File: config.mk
export PLATFORM = sky130hd
export DESIGN_NAME = xml_entity_decoder_core
export DESIGN_NICKNAME = d
export VERILOG_FILES = /design/src/xed_pkg.sv /design/src/xed_ctrl.sv /design/src/xed_datapath.sv /design/src/xml_entity_decoder_core.sv
export SDC_FILE = /design/constraint.sdc
export NUM_CORES = 1
export LEC_CHECK = 0
export BUFFER_PORTS_ARGS = -buffer_cell sky130_fd_sc_hd__clkbuf_2
export CAP_MARGIN = 10
export CORE_MARGIN = 1.5
export CORE_UTILIZATION = 55
export DETAILED_ROUTE_END_ITERATION = 7
export PLACE_DENSITY = 0.8
export SLEW_MARGIN = 10
export SYNTH_ARGS = -nofsm -noshare
export SYNTH_HDL_FRONTEND = slang
export SYNTH_SLANG_ARGS = --single-unit
File: constraint.sdc
create_clock -name clk -period 3.3 [get_ports clk]
set_input_delay 0.66 -clock clk [delete_from_list [all_inputs] [get_ports clk]]
set_output_delay 0.66 -clock clk [all_outputs]
set_load 0.02 [all_outputs]
File: src/xed_pkg.sv
`timescale 1ns / 1ps
// xed_pkg: shared types, entity table and match function for the XML entity decoder.
// Used by xed_ctrl, xed_datapath and xml_entity_decoder_core.
package xed_pkg;

	localparam int EntCount  = 5;
	localparam int EntMaxLen = 6;
	localparam int HoldDepth = 6;	// up to five held bytes plus the breaking byte
	localparam int CntW      = 3;

	localparam logic [7:0] ChAmp = 8'h26;

	typedef struct packed {
		logic [7:0] in_byte;
		logic       in_last;
	} in_item_t;

	typedef struct packed {
		logic [7:0] out_byte;
		logic       run_end;
		logic       string_end;
	} out_item_t;

	typedef logic [HoldDepth-1:0][7:0] hold_t;

	typedef struct packed {
		logic accept;
		logic emit_next;
	} dp_cmd_t;

	typedef struct packed {
		logic multi;		// incoming item yields more than one result
		logic done;			// byte being emitted is the last of the run
		logic out_free;		// output register can take a byte this cycle
	} dp_sts_t;

	typedef struct packed {
		logic       full;
		logic       prefix;
		logic [7:0] code;
	} match_t;

	localparam logic [EntCount-1:0][EntMaxLen-1:0][7:0] EntText = '{
		'{8'h3b, 8'h73, 8'h6f, 8'h70, 8'h61, 8'h26},	// &apos;
		'{8'h3b, 8'h74, 8'h6f, 8'h75, 8'h71, 8'h26},	// &quot;
		'{8'h00, 8'h00, 8'h3b, 8'h74, 8'h67, 8'h26},	// &gt;
		'{8'h00, 8'h00, 8'h3b, 8'h74, 8'h6c, 8'h26},	// &lt;
		'{8'h00, 8'h3b, 8'h70, 8'h6d, 8'h61, 8'h26}		// &amp;
	};

	localparam logic [EntCount-1:0][CntW-1:0] EntLen = '{
		3'd6, 3'd6, 3'd4, 3'd4, 3'd5
	};

	localparam logic [EntCount-1:0][7:0] EntCode = '{
		8'h27, 8'h22, 8'h3e, 8'h3c, 8'h26
	};

	// Compare held prefix plus the new byte against every entity.
	function automatic match_t ent_match(hold_t held, logic [CntW-1:0] n, logic [7:0] b);
		match_t m;
		logic   ok;
		m = '0;
		for (int e = 0; e < EntCount; e++) begin
			ok = ({1'b0, EntLen[e]} >= ({1'b0, n} + 4'd1));
			for (int i = 0; i < EntMaxLen; i++) begin
				if (CntW'(i) < n && EntText[e][i] != held[i])
					ok = 1'b0;
				if (CntW'(i) == n && EntText[e][i] != b)
					ok = 1'b0;
			end
			if (ok) begin
				if ({1'b0, EntLen[e]} == ({1'b0, n} + 4'd1)) begin
					m.full = 1'b1;
					m.code = EntCode[e];
				end else begin
					m.prefix = 1'b1;
				end
			end
		end
		return m;
	endfunction

endpackage

File: src/xed_ctrl.sv
`timescale 1ns / 1ps
// xed_ctrl: controller for the XML entity decoder; accepts items and sequences flushes.
// Depends on xed_pkg.
module xed_ctrl (
	input  logic             clk,
	input  logic             arst_n,
	input  logic             in_valid,
	output logic             in_ready,
	input  xed_pkg::dp_sts_t sts,
	output xed_pkg::dp_cmd_t cmd
);
	import xed_pkg::*;

	typedef enum logic [1:0] {
		ST_IDLE = 2'b01,
		ST_EMIT = 2'b10
	} state_t;

	state_t state_q, state_nxt;

	always_comb begin
		state_nxt     = state_q;
		in_ready      = 1'b0;
		cmd.accept    = 1'b0;
		cmd.emit_next = 1'b0;
		case (state_q)
			ST_IDLE: begin
				in_ready   = sts.out_free;
				cmd.accept = in_valid && sts.out_free;
				if (cmd.accept && sts.multi)
					state_nxt = ST_EMIT;
			end
			ST_EMIT: begin
				cmd.emit_next = sts.out_free;
				if (cmd.emit_next && sts.done)
					state_nxt = ST_IDLE;
			end
			default: begin
				state_nxt = ST_IDLE;
			end
		endcase
	end

	always_ff @(posedge clk or negedge arst_n) begin
		if (!arst_n) begin
			state_q <= ST_IDLE;
		end else begin
			state_q <= state_nxt;
		end
	end

endmodule

File: src/xed_datapath.sv
`timescale 1ns / 1ps
// xed_datapath: hold buffer, entity match, run counters and output register.
// Depends on xed_pkg.
module xed_datapath (
	input  logic              clk,
	input  logic              arst_n,
	input  xed_pkg::in_item_t in_data,
	input  xed_pkg::dp_cmd_t  cmd,
	output xed_pkg::dp_sts_t  sts,
	output logic              out_valid,
	input  logic              out_ready,
	output xed_pkg::out_item_t out_data
);
	import xed_pkg::*;

	hold_t           buf_q;
	logic [CntW-1:0] cnt_q;
	logic [CntW-1:0] idx_q;
	logic [CntW-1:0] emit_q;
	logic            last_q;
	logic            out_valid_q;
	out_item_t       out_q;

	match_t          m;
	logic            is_amp;
	logic            extend;
	logic [CntW-1:0] e_cnt;
	logic [CntW-1:0] n_cnt;
	logic [7:0]      first_byte;
	logic            load_first;

	always_comb begin
		m      = ent_match(buf_q, cnt_q, in_data.in_byte);
		is_amp = (in_data.in_byte == ChAmp);
		extend = m.prefix && (cnt_q < CntW'(HoldDepth - 1));
		if (m.full) begin
			e_cnt = CntW'(1);
			n_cnt = '0;
		end else if (extend) begin
			e_cnt = in_data.in_last ? cnt_q + CntW'(1) : '0;
			n_cnt = in_data.in_last ? '0 : cnt_q + CntW'(1);
		end else begin
			// broken match: held bytes go out, a '&' restarts the hold
			e_cnt = cnt_q + CntW'((!is_amp || in_data.in_last) ? 1 : 0);
			n_cnt = CntW'((is_amp && !in_data.in_last) ? 1 : 0);
		end
		if (m.full)
			first_byte = m.code;
		else if (cnt_q == '0)
			first_byte = in_data.in_byte;
		else
			first_byte = buf_q[0];
	end

	assign load_first   = cmd.accept && (e_cnt != '0);
	assign sts.multi    = (e_cnt > CntW'(1));
	assign sts.done     = (idx_q == emit_q - CntW'(1));
	assign sts.out_free = !out_valid_q || out_ready;

	always_ff @(posedge clk or negedge arst_n) begin
		if (!arst_n) begin
			cnt_q       <= '0;
			idx_q       <= '0;
			out_valid_q <= 1'b0;
		end else begin
			if (cmd.accept) begin
				cnt_q <= n_cnt;
				idx_q <= CntW'(1);
			end else if (cmd.emit_next) begin
				idx_q <= idx_q + CntW'(1);
			end
			if (load_first || cmd.emit_next)
				out_valid_q <= 1'b1;
			else if (out_ready)
				out_valid_q <= 1'b0;
		end
	end

	always_ff @(posedge clk) begin
		if (cmd.accept) begin
			emit_q <= e_cnt;
			last_q <= in_data.in_last;
			if (!m.full)
				buf_q[cnt_q] <= in_data.in_byte;
		end
		if (load_first) begin
			out_q.out_byte   <= first_byte;
			out_q.run_end    <= (e_cnt == CntW'(1));
			out_q.string_end <= (e_cnt == CntW'(1)) && in_data.in_last;
		end else if (cmd.emit_next) begin
			out_q.out_byte   <= buf_q[idx_q];
			out_q.run_end    <= sts.done;
			out_q.string_end <= sts.done && last_q;
		end
	end

	assign out_valid = out_valid_q;
	assign out_data  = out_q;

endmodule

File: src/xml_entity_decoder_core.sv
`timescale 1ns / 1ps
// xml_entity_decoder_core: streaming unescape of the five predefined XML entities.
// Depends on xed_pkg, xed_ctrl and xed_datapath.
//
//   channel | direction | handshake           | payload
//   in      | sink      | in_valid / in_ready | in_data  (in_item_t: in_byte, in_last)
//   out     | source    | out_valid/out_ready | out_data (out_item_t: out_byte, run_end,
//           |           |                     |           string_end)
//
// An item with zero or one result leaves the controller idle; its result is
// registered and shows the cycle after the transfer. An item with k results (k up
// to 6, a flush of held bytes) goes out one byte per cycle from the hold buffer
// while the output is free, with in_ready low after the first. Output stalls hold
// the output register and drop in_ready. Reset clears hold count and output valid.
module xml_entity_decoder_core (
	input  logic               clk,
	input  logic               arst_n,
	input  logic               in_valid,
	output logic               in_ready,
	input  xed_pkg::in_item_t  in_data,
	output logic               out_valid,
	input  logic               out_ready,
	output xed_pkg::out_item_t out_data
);
	import xed_pkg::*;

	dp_cmd_t cmd;
	dp_sts_t sts;

	xed_ctrl u_ctrl (
		.clk      (clk),
		.arst_n   (arst_n),
		.in_valid (in_valid),
		.in_ready (in_ready),
		.sts      (sts),
		.cmd      (cmd)
	);

	xed_datapath u_dp (
		.clk       (clk),
		.arst_n    (arst_n),
		.in_data   (in_data),
		.cmd       (cmd),
		.sts       (sts),
		.out_valid (out_valid),
		.out_ready (out_ready),
		.out_data  (out_data)
	);

`ifndef NO_ASSERTIONS
	// a string's final input always produces a result
	a_last_yields: assert property (@(posedge clk) disable iff (!arst_n)
		in_valid && in_ready && in_data.in_last |=> out_valid)
		else $error("last input produced no output");

	// a multi-byte flush blocks the input side
	a_flush_blocks: assert property (@(posedge clk) disable iff (!arst_n)
		cmd.accept && sts.multi |=> !in_ready)
		else $error("input taken during flush");

	a_cmd_excl: assert property (@(posedge clk) disable iff (!arst_n)
		!(cmd.accept && cmd.emit_next))
		else $error("accept and emit issued together");

	// string_end only closes a run
	a_str_end: assert property (@(posedge clk) disable iff (!arst_n)
		out_valid && out_data.string_end |-> out_data.run_end)
		else $error("string_end without run_end");
`endif

endmodule
==> flow_summary.yaml <==
global_routing:
  gr-total-overflow: 0
  first_global_vias: 3476
  grt_pass1_wl_mm: 18.6
  antenna_found_initial: 0
  grt_usage_pct: 29.8
  grt_max_degree: 28
yosys:
  synth_fp_nets: 391
  synth-main-ff-cell: "edfxtp_1"
  async_reset_ff_share_pct: 12.7
  synthCells: 368
  syn_area_sq_um: 4270
  ys_types: 78
  yosys_warnings: 0
  synth-seq-cells: 71
  syn_avg_cell_area_sq_um: 11.6
  seq_area_frac_synth_pct: 48.9
  synth_edf_count: 62
job:
  max-cap-violations: 0
floorplan:
  die_w_microns: 91.1
  start_util_pct: 58.0
  die_h_microns: 91.1
  dieArea_sq_um: 8310
  rows: 31
  ioPinCount: 25
  core_sq_um: 7370
timing:
  clock_skew_ns: 0.0111
  fmax_mhz: 315
  relSlewSlack_pct: 46.1
  layout_setup_ws_ns: 0.124
  worstMarginPinSlew_ns: 0.807
  finalSetupViolations: 0
  finalSetupTns_ns: 0
  hold_viol: 0
  finalMaxSlewViolations: 0
  final.min_clock_period_ns: 3.18
  finalCritPeriodShare_pct: 96.3
routing:
  vias_per_cell: 6.51
  drc_errors: 0
  routed_wl_mm: 11.9
  ant_nets: 0
  drt_iter0_drc: 386
  routed-via-count: 3613
  wl_per_cell_microns: 21.4
  drtPass1Iterations: 5
worst_setup_path:
  crit_buf_inv: 2
  end_kind: "flop"
  crit_path_max_incr_delay_ns: 0.35
  path_cells: "clkbuf_2 > nor4b_1 > buf_4 > nand4b_1 > or2_2 > ha_1 > ha_1 > xor2_1 > nor3_1 > nor2_1 > mux2i_4 > o21ai_4 > mux2_4"
  crit_family: "simple AND/OR/NAND/NOR gates"
  rrSetupSlack_ns: 0.16
  reg2reg_from: "u_dp.cnt_q[0]$_DFFE_PN0P_"
  cp_data_required_time_ns: 3.40
  reg2reg_to: "u_dp.out_data[4]$_DFFE_PP_"
  worst_ep_arrival_time_ns: 3.27
  crit_fanout: 10
  cp_common_cell: "ha_1"
  cp-start-kind: "primary input"
  r2r.worst_path.cells: 12
  cp_slowest_cell: "or2_2"
  crit_type: "in -> reg"
placed_design:
  dp.cells: 538
  port_buffers: 24
  dpl.hpwl_mm: 8.97
  gp_congestion: 0.940
  pre_cts_slack_ns: -0.255
power_and_ir_drop:
  leakagePower_nw: 2.10
  power_density_nw_per_um2: 557
  totalPowerFinal_mw: 2.90
  peakVddDrop_uv: 333
status:
  outcome: "completed"
final_layout:
  nets: 474
  antenna_cells: 0
  layout-area-overhead-vs-synth_pct: 22.0
  instances_no_fill: 555
  drive_gt1_share_pct: 31.4
  final_core_util_pct: 70.8
cts:
  numCtsBuffers: 9
  cts_tree: "done"
  cts.sinks: 71
  clkLatencyLatePin_ns: 0.35
  clockRootBuffer: "clkbuf_8"
  postCtsHoldBufs: 0
  h-tree-depth: 3
  cts.path.max_buffers: 2
  clk_pin_slew_worst_paths_ns: 0.09
hold_path:
  hold_path.class: "in -> async"
-- per-layer routing --
metal | share of wire, % | GRT usage (%) | vias to the layer above
met2 | 49 | 48.8 | 221
met1 | 40 | 38.6 | 1748
met4 | 3.0 | 10.9 | 0
met3 | 7.5 | 6.62 | 43
met5 | 0 | 0 | -
li1 | - | - | 1601
-- kinds of logic (layout without fill, tap and decap cells) --
group,count (synthesis),count (layout),synth area share (%)
buf+inv,28,116,2.90
simple gates,142,142,19.7
mux,35,35,11.3
xor+xnor,8,8,1.64
fa+ha+maj,10,10,2.93
flops,71,71,48.9
compound gates,74,74,12.6
-- cells in the final DEF (no fill, tap or decap), types with 3 or more instances in the layout --
master | synthesis | layout
nor2_1 | 24 | 24
nor4bb_1 | 4 | 4
nand4b_1 | 3 | 3
mux2_4 | 4 | 4
mux4_2 | 8 | 8
and2_1 | 3 | 3
clkbuf_2 | 0 | 24
nor3_1 | 11 | 9
and4b_1 | 4 | 4
buf_4 | 1 | 61
clkbuf_8 | 0 | 9
and3_1 | 4 | 4
nor4b_1 | 6 | 6
o21ai_0 | 13 | 13
a41oi_1 | 5 | 5
nand2_1 | 31 | 30
clkinv_1 | 2 | 3
a31oi_1 | 9 | 9
dfrtp_1 | 8 | 8
inv_1 | 10 | 10
ha_1 | 10 | 9
nand3_1 | 7 | 6
edfxtp_1 | 62 | 62
nand4_1 | 5 | 5
nor3b_1 | 5 | 4
nand3b_1 | 3 | 3
nor4_1 | 4 | 3
nor2b_1 | 4 | 4
xnor2_1 | 6 | 6
mux2i_1 | 22 | 21
a21o_1 | 3 | 3
nand2b_1 | 8 | 7
a21oi_1 | 13 | 13
-- worst register-to-register path: stages (launching register included) --
cell	delay, ns
dfrtp_1	0.41
buf_4	0.19
ha_1	0.26
xor2_1	0.15
buf_4	0.16
nand3b_1	0.09
o2111ai_1	0.15
nor4b_1	0.42
o211ai_2	0.15
a21boi_4	0.18
mux2i_4	0.21
o21ai_4	0.17
mux2_4	0.34
-- area by class of cell --
cell class | count | area (sq um)
Clock buffer | 9 | 124
Clock inverter | 7 | 96.3
Fill cell | 540 | 2150
Inverter | 13 | 48.8
Multi-Input combinational cell | 269 | 2120
Sequential cell | 71 | 2090
Tap cell | 99 | 124
Timing Repair Buffer | 87 | 609
-- cells in the mapped netlist (3+ instances only) --
cell,instances,area [sq um]
o21ai_0,13,65.1
mux2i_1,22,220
mux4_2,8,180
dfrtp_1,8,200
buf_2,6,30.0
nand4_1,5,31.3
ha_1,10,125
nand3b_1,3,22.5
mux2_4,4,60.1
a21o_1,3,22.5
xnor2_1,6,52.6
nand2_1,31,116
nor3_1,11,55.1
inv_1,10,37.5
edfxtp_1,62,1860
nand4b_1,3,26.3
nand2b_1,8,50.1
nor3b_1,5,37.5
and4b_1,4,40.0
nor4_1,4,25.0
and2_1,3,18.8
nand3_1,7,35.0
nor4b_1,6,52.6
a31oi_1,9,56.3
a21oi_1,13,65.1
clkbuf_1,4,15.0
a41oi_1,5,43.8
nor2_1,24,90.1
buf_1,3,11.3
and3_1,4,25.0
nor4bb_1,4,40.0
nor2b_1,4,25.0
-- power breakdown --
part           leakage, nW  internal (mW)  switching [mW]
registers            0.684           1.17          0.0863
clock network        0.103          0.427           0.348
logic                 1.32          0.382           0.491
total                 2.10           1.98           0.925
-- flip-flops by register name (all words and copies together), names as in the netlist --
signal and cells:
u_ctrl.state_q 2, u_dp.buf_q 48, u_dp.cnt_q 3, u_dp.emit_q 3
u_dp.idx_q 3, u_dp.last_q 1, u_dp.out_data 10, u_dp.out_valid 1
-- how the worst max path moves through the flow --
stage                         startpoint                          to  slack (ns)  depth (start not counted)
6_report                      in_data[5]  u_dp.out_data[4]$_DFFE_PP_        0.12                         13
5_1_grt        u_dp.cnt_q[1]$_DFFE_PN0P_    u_dp.buf_q[38]$_DFFE_PP_      -0.001                         13
4_1_cts        u_dp.cnt_q[1]$_DFFE_PN0P_    u_dp.buf_q[38]$_DFFE_PP_        0.07                         13
3_5_place_dp                  in_data[5]  u_dp.out_data[8]$_DFFE_PP_       -0.25                         13
3_3_place_gp                  in_data[8]  u_dp.out_data[1]$_DFFE_PP_       -0.17                         12
2_1_floorplan  u_dp.cnt_q[0]$_DFFE_PN0P_    u_dp.buf_q[24]$_DFFE_PP_        -0.1                         11
-- timing repair --
action / CTS / global route
pin swaps: 0 / 3
setup endpoints to repair: 14 / 53
resized for setup: 1 / 9
buffers inserted: 0 / 1
-- metrics by stage --
step | area, sq um | hold slack (ns)
after floorplan | 4300 | 0.364
after global placement | 4940 | 0.528
after detailed placement | 4940 | 0.534
after CTS | 5170 | 0.154
after global routing | 5220 | 0.156
final | 5220 | 0.151
Power figures use the tool's default switching activity.
